--- config.mk ---
export PLATFORM = sky130hd
export DESIGN_NAME = three_level_priority_fifo
export DESIGN_NICKNAME = d
export VERILOG_FILES = /design/src/rtl/tlpq_pkg.sv /design/src/rtl/tlpq_ctrl.sv /design/src/rtl/three_level_priority_fifo.sv
export SDC_FILE = /design/constraint.sdc
export NUM_CORES = 1
export LEC_CHECK = 0
export ABC_CLOCK_PERIOD_IN_PS = 5800
export BUFFER_PORTS_ARGS = -buffer_cell sky130_fd_sc_hd__buf_2
export CORE_MARGIN = 3
export CORE_UTILIZATION = 40
export CTS_BUF_LIST = sky130_fd_sc_hd__clkbuf_2 sky130_fd_sc_hd__clkbuf_4 sky130_fd_sc_hd__clkbuf_8
export CTS_CLUSTER_SIZE = 24
export DETAILED_ROUTE_END_ITERATION = 12
export PLACE_DENSITY = 0.62
export REMOVE_ABC_BUFFERS = 1
export SLEW_MARGIN = 20
export SYNTH_ARGS = -nofsm -noshare
export SYNTH_HDL_FRONTEND = slang
export SYNTH_HIERARCHICAL = 1
export SYNTH_SLANG_ARGS = --single-unit
--- constraint.sdc ---
create_clock -name clk -period 5.8 [get_ports clk]
set_clock_uncertainty 0.05 [all_clocks]
set_input_delay 0.58 -clock clk [delete_from_list [all_inputs] [get_ports clk]]
set_output_delay 0.58 -clock clk [all_outputs]
set_load 0.02 [all_outputs]
--- src/rtl/tlpq_pkg.sv ---
// Package for the three-level strict-priority queue.
// Holds the opcode and status codes and the decision struct shared by the modules.
// No dependencies.
package tlpq_pkg;

  localparam int unsigned NUM_LEVELS = 3;

  typedef logic [1:0] level_t;

  typedef enum logic {
    OP_PUSH = 1'b0,
    OP_POP  = 1'b1
  } opcode_t;

  typedef enum logic [1:0] {
    ST_OK     = 2'd0,
    ST_FULL   = 2'd1,
    ST_EMPTY  = 2'd2,
    ST_BADLVL = 2'd3
  } status_t;

  // Outcome of one beat as decided by the pointer unit.
  typedef struct packed {
    logic    do_push;
    logic    do_pop;
    level_t  lvl;
    status_t status;
  } dec_t;

endpackage

--- src/rtl/tlpq_ctrl.sv ---
// Pointer and fill-count unit of the three-level strict-priority queue.
// Decides each beat's outcome and keeps head, tail and count per level.
// Depends on tlpq_pkg.
module tlpq_ctrl #(
  parameter int unsigned LEVEL_DEPTH = 16
) (
  input  logic                             clk,
  input  logic                             rst_n,
  input  logic                             fire,
  input  logic                             opcode,
  input  tlpq_pkg::level_t                 push_level,
  output tlpq_pkg::dec_t                   dec,
  output logic [$clog2(LEVEL_DEPTH)-1:0]   slot_idx
);
  import tlpq_pkg::*;

  localparam int unsigned IDX_W = $clog2(LEVEL_DEPTH);
  localparam int unsigned CNT_W = $clog2(LEVEL_DEPTH + 1);

  logic [IDX_W-1:0] head_r [NUM_LEVELS];
  logic [IDX_W-1:0] tail_r [NUM_LEVELS];
  logic [CNT_W-1:0] count_r [NUM_LEVELS];

  // Wrap a slot index back to zero after the last slot.
  function automatic logic [IDX_W-1:0] bump(input logic [IDX_W-1:0] idx);
    logic [IDX_W-1:0] res;
    if (idx == IDX_W'(LEVEL_DEPTH - 1)) begin
      res = '0;
    end else begin
      res = idx + IDX_W'(1);
    end
    return res;
  endfunction

  // Decide the outcome: push target check, or lowest non-empty level for a pop.
  always_comb begin
    dec          = '0;
    dec.status   = ST_OK;
    slot_idx     = '0;
    if (opcode == OP_PUSH) begin
      if (push_level == level_t'(NUM_LEVELS)) begin
        dec.status = ST_BADLVL;
      end else begin
        dec.lvl = push_level;
        for (int l = 0; l < NUM_LEVELS; l++) begin
          if (push_level == level_t'(l)) begin
            slot_idx = tail_r[l];
            if (count_r[l] == CNT_W'(LEVEL_DEPTH)) begin
              dec.status = ST_FULL;
            end else begin
              dec.do_push = 1'b1;
            end
          end
        end
      end
    end else begin
      dec.status = ST_EMPTY;
      for (int l = NUM_LEVELS - 1; l >= 0; l--) begin
        if (count_r[l] != '0) begin
          dec.do_pop = 1'b1;
          dec.lvl    = level_t'(l);
          dec.status = ST_OK;
          slot_idx   = head_r[l];
        end
      end
    end
  end

  // Advance the pointers of the level touched by an accepted beat.
  always_ff @(posedge clk) begin
    if (!rst_n) begin
      for (int l = 0; l < NUM_LEVELS; l++) begin
        head_r[l]  <= '0;
        tail_r[l]  <= '0;
        count_r[l] <= '0;
      end
    end else if (fire) begin
      for (int l = 0; l < NUM_LEVELS; l++) begin
        if (dec.lvl == level_t'(l)) begin
          if (dec.do_push) begin
            tail_r[l]  <= bump(tail_r[l]);
            count_r[l] <= count_r[l] + CNT_W'(1);
          end else if (dec.do_pop) begin
            head_r[l]  <= bump(head_r[l]);
            count_r[l] <= count_r[l] - CNT_W'(1);
          end
        end
      end
    end
  end

endmodule

--- src/rtl/three_level_priority_fifo.sv ---
// Three-level strict-priority queue: one result beat per input beat.
// The result is registered and valid in the cycle after input acceptance; one beat is
// accepted every cycle while the result register is empty or being drained.
// The single-port value store is read or written at most once per accepted beat.
// Reset clears all pointers and fill counts; store contents are left as is.
// Depends on tlpq_pkg and tlpq_ctrl.
module three_level_priority_fifo #(
  parameter int unsigned LEVEL_DEPTH = 16,
  parameter int unsigned VALUE_BITS  = 32
) (
  input  logic               clk,
  input  logic               rst_n,
  input  logic               in_valid,
  output logic               in_ready,
  input  logic               in_opcode,
  input  logic signed [31:0] in_push_value,
  input  logic [1:0]         in_push_level,
  output logic               out_valid,
  input  logic               out_ready,
  output logic signed [31:0] out_pop_value,
  output logic [1:0]         out_served_level,
  output logic [1:0]         out_status
);
  import tlpq_pkg::*;

  localparam int unsigned IDX_W  = $clog2(LEVEL_DEPTH);
  localparam int unsigned DEPTH  = NUM_LEVELS * LEVEL_DEPTH;
  localparam int unsigned ADDR_W = $clog2(DEPTH);

  logic                         fire;
  dec_t                         dec;
  logic [IDX_W-1:0]             slot_idx;
  logic [ADDR_W-1:0]            mem_addr;
  logic signed [VALUE_BITS-1:0] store_val;

  logic signed [VALUE_BITS-1:0] mem [DEPTH];
  logic signed [VALUE_BITS-1:0] rd_r;
  logic                         out_valid_r;
  logic                         popped_r;
  level_t                       served_r;
  status_t                      status_r;

  // Handshake: take a beat whenever the result register is free or draining.
  assign in_ready = !out_valid_r || out_ready;
  assign fire     = in_valid && in_ready;

  tlpq_ctrl #(
    .LEVEL_DEPTH (LEVEL_DEPTH)
  ) u_ctrl (
    .clk        (clk),
    .rst_n      (rst_n),
    .fire       (fire),
    .opcode     (in_opcode),
    .push_level (in_push_level),
    .dec        (dec),
    .slot_idx   (slot_idx)
  );

  // Flat store address: level base plus slot.
  assign mem_addr  = ADDR_W'(ADDR_W'(dec.lvl) * ADDR_W'(LEVEL_DEPTH)) + ADDR_W'(slot_idx);
  assign store_val = VALUE_BITS'(in_push_value);

  // Value store, at most one access per accepted beat; read data is registered.
  always_ff @(posedge clk) begin
    if (fire && dec.do_push) begin
      mem[mem_addr] <= store_val;
    end
    if (fire && dec.do_pop) begin
      rd_r <= mem[mem_addr];
    end
  end

  // Result register control.
  always_ff @(posedge clk) begin
    if (!rst_n) begin
      out_valid_r <= 1'b0;
      popped_r    <= 1'b0;
      served_r    <= '0;
      status_r    <= ST_OK;
    end else if (fire) begin
      out_valid_r <= 1'b1;
      popped_r    <= dec.do_pop;
      served_r    <= dec.lvl;
      status_r    <= dec.status;
    end else if (out_ready) begin
      out_valid_r <= 1'b0;
    end
  end

  assign out_valid        = out_valid_r;
  assign out_pop_value    = popped_r ? 32'(rd_r) : '0;
  assign out_served_level = served_r;
  assign out_status       = status_r;

  // A beat never both writes and reads the store.
  a_push_xor_pop: assert property (@(posedge clk) disable iff (!rst_n)
    fire |-> !(dec.do_push && dec.do_pop))
    else $error("push and pop decided in the same beat");

  // An empty pop or an invalid level reports level zero and no value.
  a_no_level_on_fail: assert property (@(posedge clk) disable iff (!rst_n)
    out_valid && (out_status == ST_EMPTY || out_status == ST_BADLVL)
      |-> out_served_level == '0 && out_pop_value == '0)
    else $error("failed beat reports a level or value");

  // Only a successful pop returns a value.
  a_value_only_on_pop: assert property (@(posedge clk) disable iff (!rst_n)
    out_valid && !popped_r |-> out_pop_value == '0)
    else $error("non-pop beat carries a value");

  // Result register is empty right after reset.
  a_reset_empty: assert property (@(posedge clk)
    !rst_n |=> !out_valid)
    else $error("result valid right after reset");

endmodule
==> flow_metrics.env <==
export IMPL_avgViaCountPerCell=6.02
export IMPL_antenna_found_initial=10
export IMPL_die_y_um=402
export IMPL_ant_nets=0
export IMPL_netlist_area_um2=62600
export IMPL_synth_area_leaders="edfxtp_1, a221oi_1, mux2i_1"
export IMPL_final_common_cell="edfxtp_1"
export IMPL_clock_sinks=1613
export IMPL_area_growth_pct=14.0
export IMPL_tns_ps=0
export IMPL_synth_edf_count=1607
export IMPL_io_buffers=76
export IMPL_final_cell_area_um2=71400
export IMPL_initial_core_util_pct=40.4
export IMPL_slew_viol_final=0
export IMPL_die_area_um2=161000
export IMPL_cp_cell_sequence="or4_4 > nor3_1 > a221o_1 > o21ai_0 > a21oi_4 > nor3b_4 > buf_4 > nand3_1 > nor2_4 > buf_12"
export IMPL_drive_gt1_share_pct=21.2
export IMPL_cap_violations=0
export IMPL_synth_adder_area_share_pct=0.364
export IMPL_worst_ep_arrival_time_ps=5800
export IMPL_rsz0062_at_grt="no"
export IMPL_endpoint_kind="flip-flop"
export IMPL_syn_inst=3521
export IMPL_avgSynthCellArea_um2=17.8
export IMPL_root_buffer="clkbuf_8"
export IMPL_synth_ff_type="edfxtp_1"
export IMPL_synth_distinct_cells=77
export IMPL_max_stage_delay_ps=850
export IMPL_yosys_mux_area_fraction_pct=6.49
export IMPL_holdCritPathClass="input port to flip-flop"
export IMPL_path_class="flip-flop to flip-flop"
export IMPL_place_hpwl_mm=98.4
export IMPL_drc=0
export IMPL_maxSlewHeadroom_pct=20.9
export IMPL_routabilityCongestion=0.825
export IMPL_async_flop_share_pct=0
export IMPL_reg2regPathDepth=10
export IMPL_grt_ovfl_total=0
export IMPL_cts_buffers=239
export IMPL_placement_cell_area_um2=66700
export IMPL_post_cts_resized=0
export IMPL_synth_top_area_share_pct=77.1
export IMPL_power_leakage_nw=22.6
export IMPL_grt_max_degree=68
export IMPL_fin_crit_sh_pct=90.3
export IMPL_ys_seq_elements=1613
export IMPL_drt_total_wl_mm=175
export IMPL_synthXorXnorAreaFrac_pct=0.204
export IMPL_power_density_nw_per_um2=341
export IMPL_rows=144
export IMPL_nets=3820
export IMPL_routedWlPerCell_um=29.1
export IMPL_h_tree_depth=4
export IMPL_synth_compound_area_share_pct=9.81
export IMPL_num_vias=36086
export IMPL_outcome="finished, final reports clean"
export IMPL_r2r_setup_slack_ps=560
export IMPL_worstMarginPinSlew_ps=1190
export IMPL_io_pins=77
export IMPL_post_route_min_period_ps=5240
export IMPL_max_freq_mhz=191
export IMPL_grt_pass1_vias=35389
export IMPL_cts_tree="built"
export IMPL_required_ps=6360
export IMPL_start_kind="flip-flop"
export IMPL_synth_top_family_by_area="compound AO/OA/AOI/OAI gates"
export IMPL_crit_path_end="mem[17][12]$_DFFE_PP_"
export IMPL_min_from="in_push_level[0]"
export IMPL_die_width_um=402
export IMPL_r2r_start="u_ctrl/count_r[1][0]$_SDFFCE_PN0P_"
export IMPL_grt_usage_pct=21.3
export IMPL_whs_ps=173
export IMPL_worstSetupStartpoint="u_ctrl/count_r[1][0]$_SDFFCE_PN0P_"
export IMPL_clk_pin_slew_ps=60
export IMPL_peakVddDrop_v=0.000212
export IMPL_hold_viol_final=0
export IMPL_synth_top_cell_by_area="edfxtp_1"
export IMPL_crit_path_max_fanout=17
export IMPL_ys_warn_count=6
export IMPL_fp_coreArea_um2=155000
export IMPL_r2r_end="mem[17][12]$_DFFE_PP_"
export IMPL_grt_first_pass_wirelength_mm=253
export IMPL_dr_pass1_iters=6
export IMPL_seq_area_frac_synth_pct=77.3
export IMPL_setup_violations=0
export IMPL_cp_slowest_cell="nor2_4"
export IMPL_yosys_area_share_simple_pct=3.68
export IMPL_initialDrtViolationCount=4561
export IMPL_clock_latency_ps=940
export IMPL_cts_buffer_depth=3
export IMPL_layout_common_cells="edfxtp_1, a221oi_1, clkbuf_8, mux2i_1, nand2_1"
metrics by stage:
stage	cells	power, mW	util (%)	setup WS, ps
floorplan	3274	15.0	-	-27300
global placement	5563	15.6	43.1	803
detailed placement	5563	15.6	43.1	692
CTS	5989	24.5	46.1	660
global route	5994	25.2	46.1	403
finish	5996	24.3	46.1	561
where the power goes:
group | switching (mW) | internal [mW] | leakage (nW)
Sequential | 0.0558 | 12.9 | 14.6
Clock | 4.26 | 4.68 | 2.45
Combinational | 1.63 | 0.783 | 5.59
Total | 5.95 | 18.4 | 22.6
timing repair:
item,in CTS,in global routing
setup buffers,0,0
hold buffers,4,0
endpoints found under the hold margin,6,0
layer usage:
layer	global-route usage, %	part of all wire, %
met3	4.09	9.2
met4	7.06	3.1
met5	0	0.019
met2	32.9	46
met1	30.5	42
how the worst min path moves through the flow:
stage,slack (ps),cells after the start,endpoint
2_1_floorplan,490,2,out_served_level[0]$_SDFFE_PN0P_
6_report,170,5,out_status[1]$_SDFFE_PN0P_
3_5_place_dp,410,2,out_status[1]$_SDFFE_PN0P_
4_1_cts,90,5,out_status[1]$_SDFFE_PN0P_
3_3_place_gp,400,2,popped_r$_SDFFE_PN0P_
5_1_grt,170,1,mem[31][23]$_DFFE_PP_
final cells by class:
type                    instances  area, um2
repair buffers                249       2330
multi-input cells            1636      13400
fillers                     12972      83400
diodes                          7       17.5
well taps                    2044       2560
flip-flops and latches       1613      48400
clock buffers                 344       4080
clock inverters                78        515
inverters                      25       98.8
cell families after synthesis:
kind of cell / after synthesis
AO/OA/AOI/OAI: 806
XOR/XNOR: 13
adder cells (fa/ha/maj): 17
buffers and inverters: 272
flip-flops: 1613
multiplexers: 326
AND/OR/NAND/NOR: 474
cells in the mapped netlist, drive strengths merged, types with 3 or more instances:
library cell / number
a21boi: 6
a31oi: 5
inv: 24
or4: 3
nor4b: 4
nor2b: 9
dfxtp: 6
and3: 4
xor2: 3
or2: 3
nor3: 5
a221oi: 326
nand3: 48
ha: 15
a22o: 3
o221ai: 13
a221o: 12
nor3b: 9
o211ai: 18
nand4: 29
o31ai: 3
or3: 3
and2: 37
nand2: 125
a222oi: 17
o22ai: 95
o21ai: 93
mux4: 53
nand2b: 17
mux2i: 167
clkbuf: 109
mux2: 106
edfxtp: 1607
o311ai: 11
buf: 138
nor2: 160
nand4b: 6
o22a: 22
a21o: 4
o2111ai: 10
a22oi: 99
xnor2: 9
nand3b: 5
a21oi: 56
critical path, delay by kind of cell (launching register included):
kind / cells / cell delay [ps]
compound gates: 3 / 1020
buf+inv: 2 / 480
flops: 1 / 460
simple gates: 5 / 2860
sequential cells by signal, indices dropped and copies added (netlist names):
register / count
popped_r: 1
out_served_level: 2
u_ctrl/head_r: 12
out_status: 2
u_ctrl/tail_r: 12
u_ctrl/count_r: 15
out_valid: 1
mem: 1536
rd_r: 32
(Power assumes the default switching activity.)
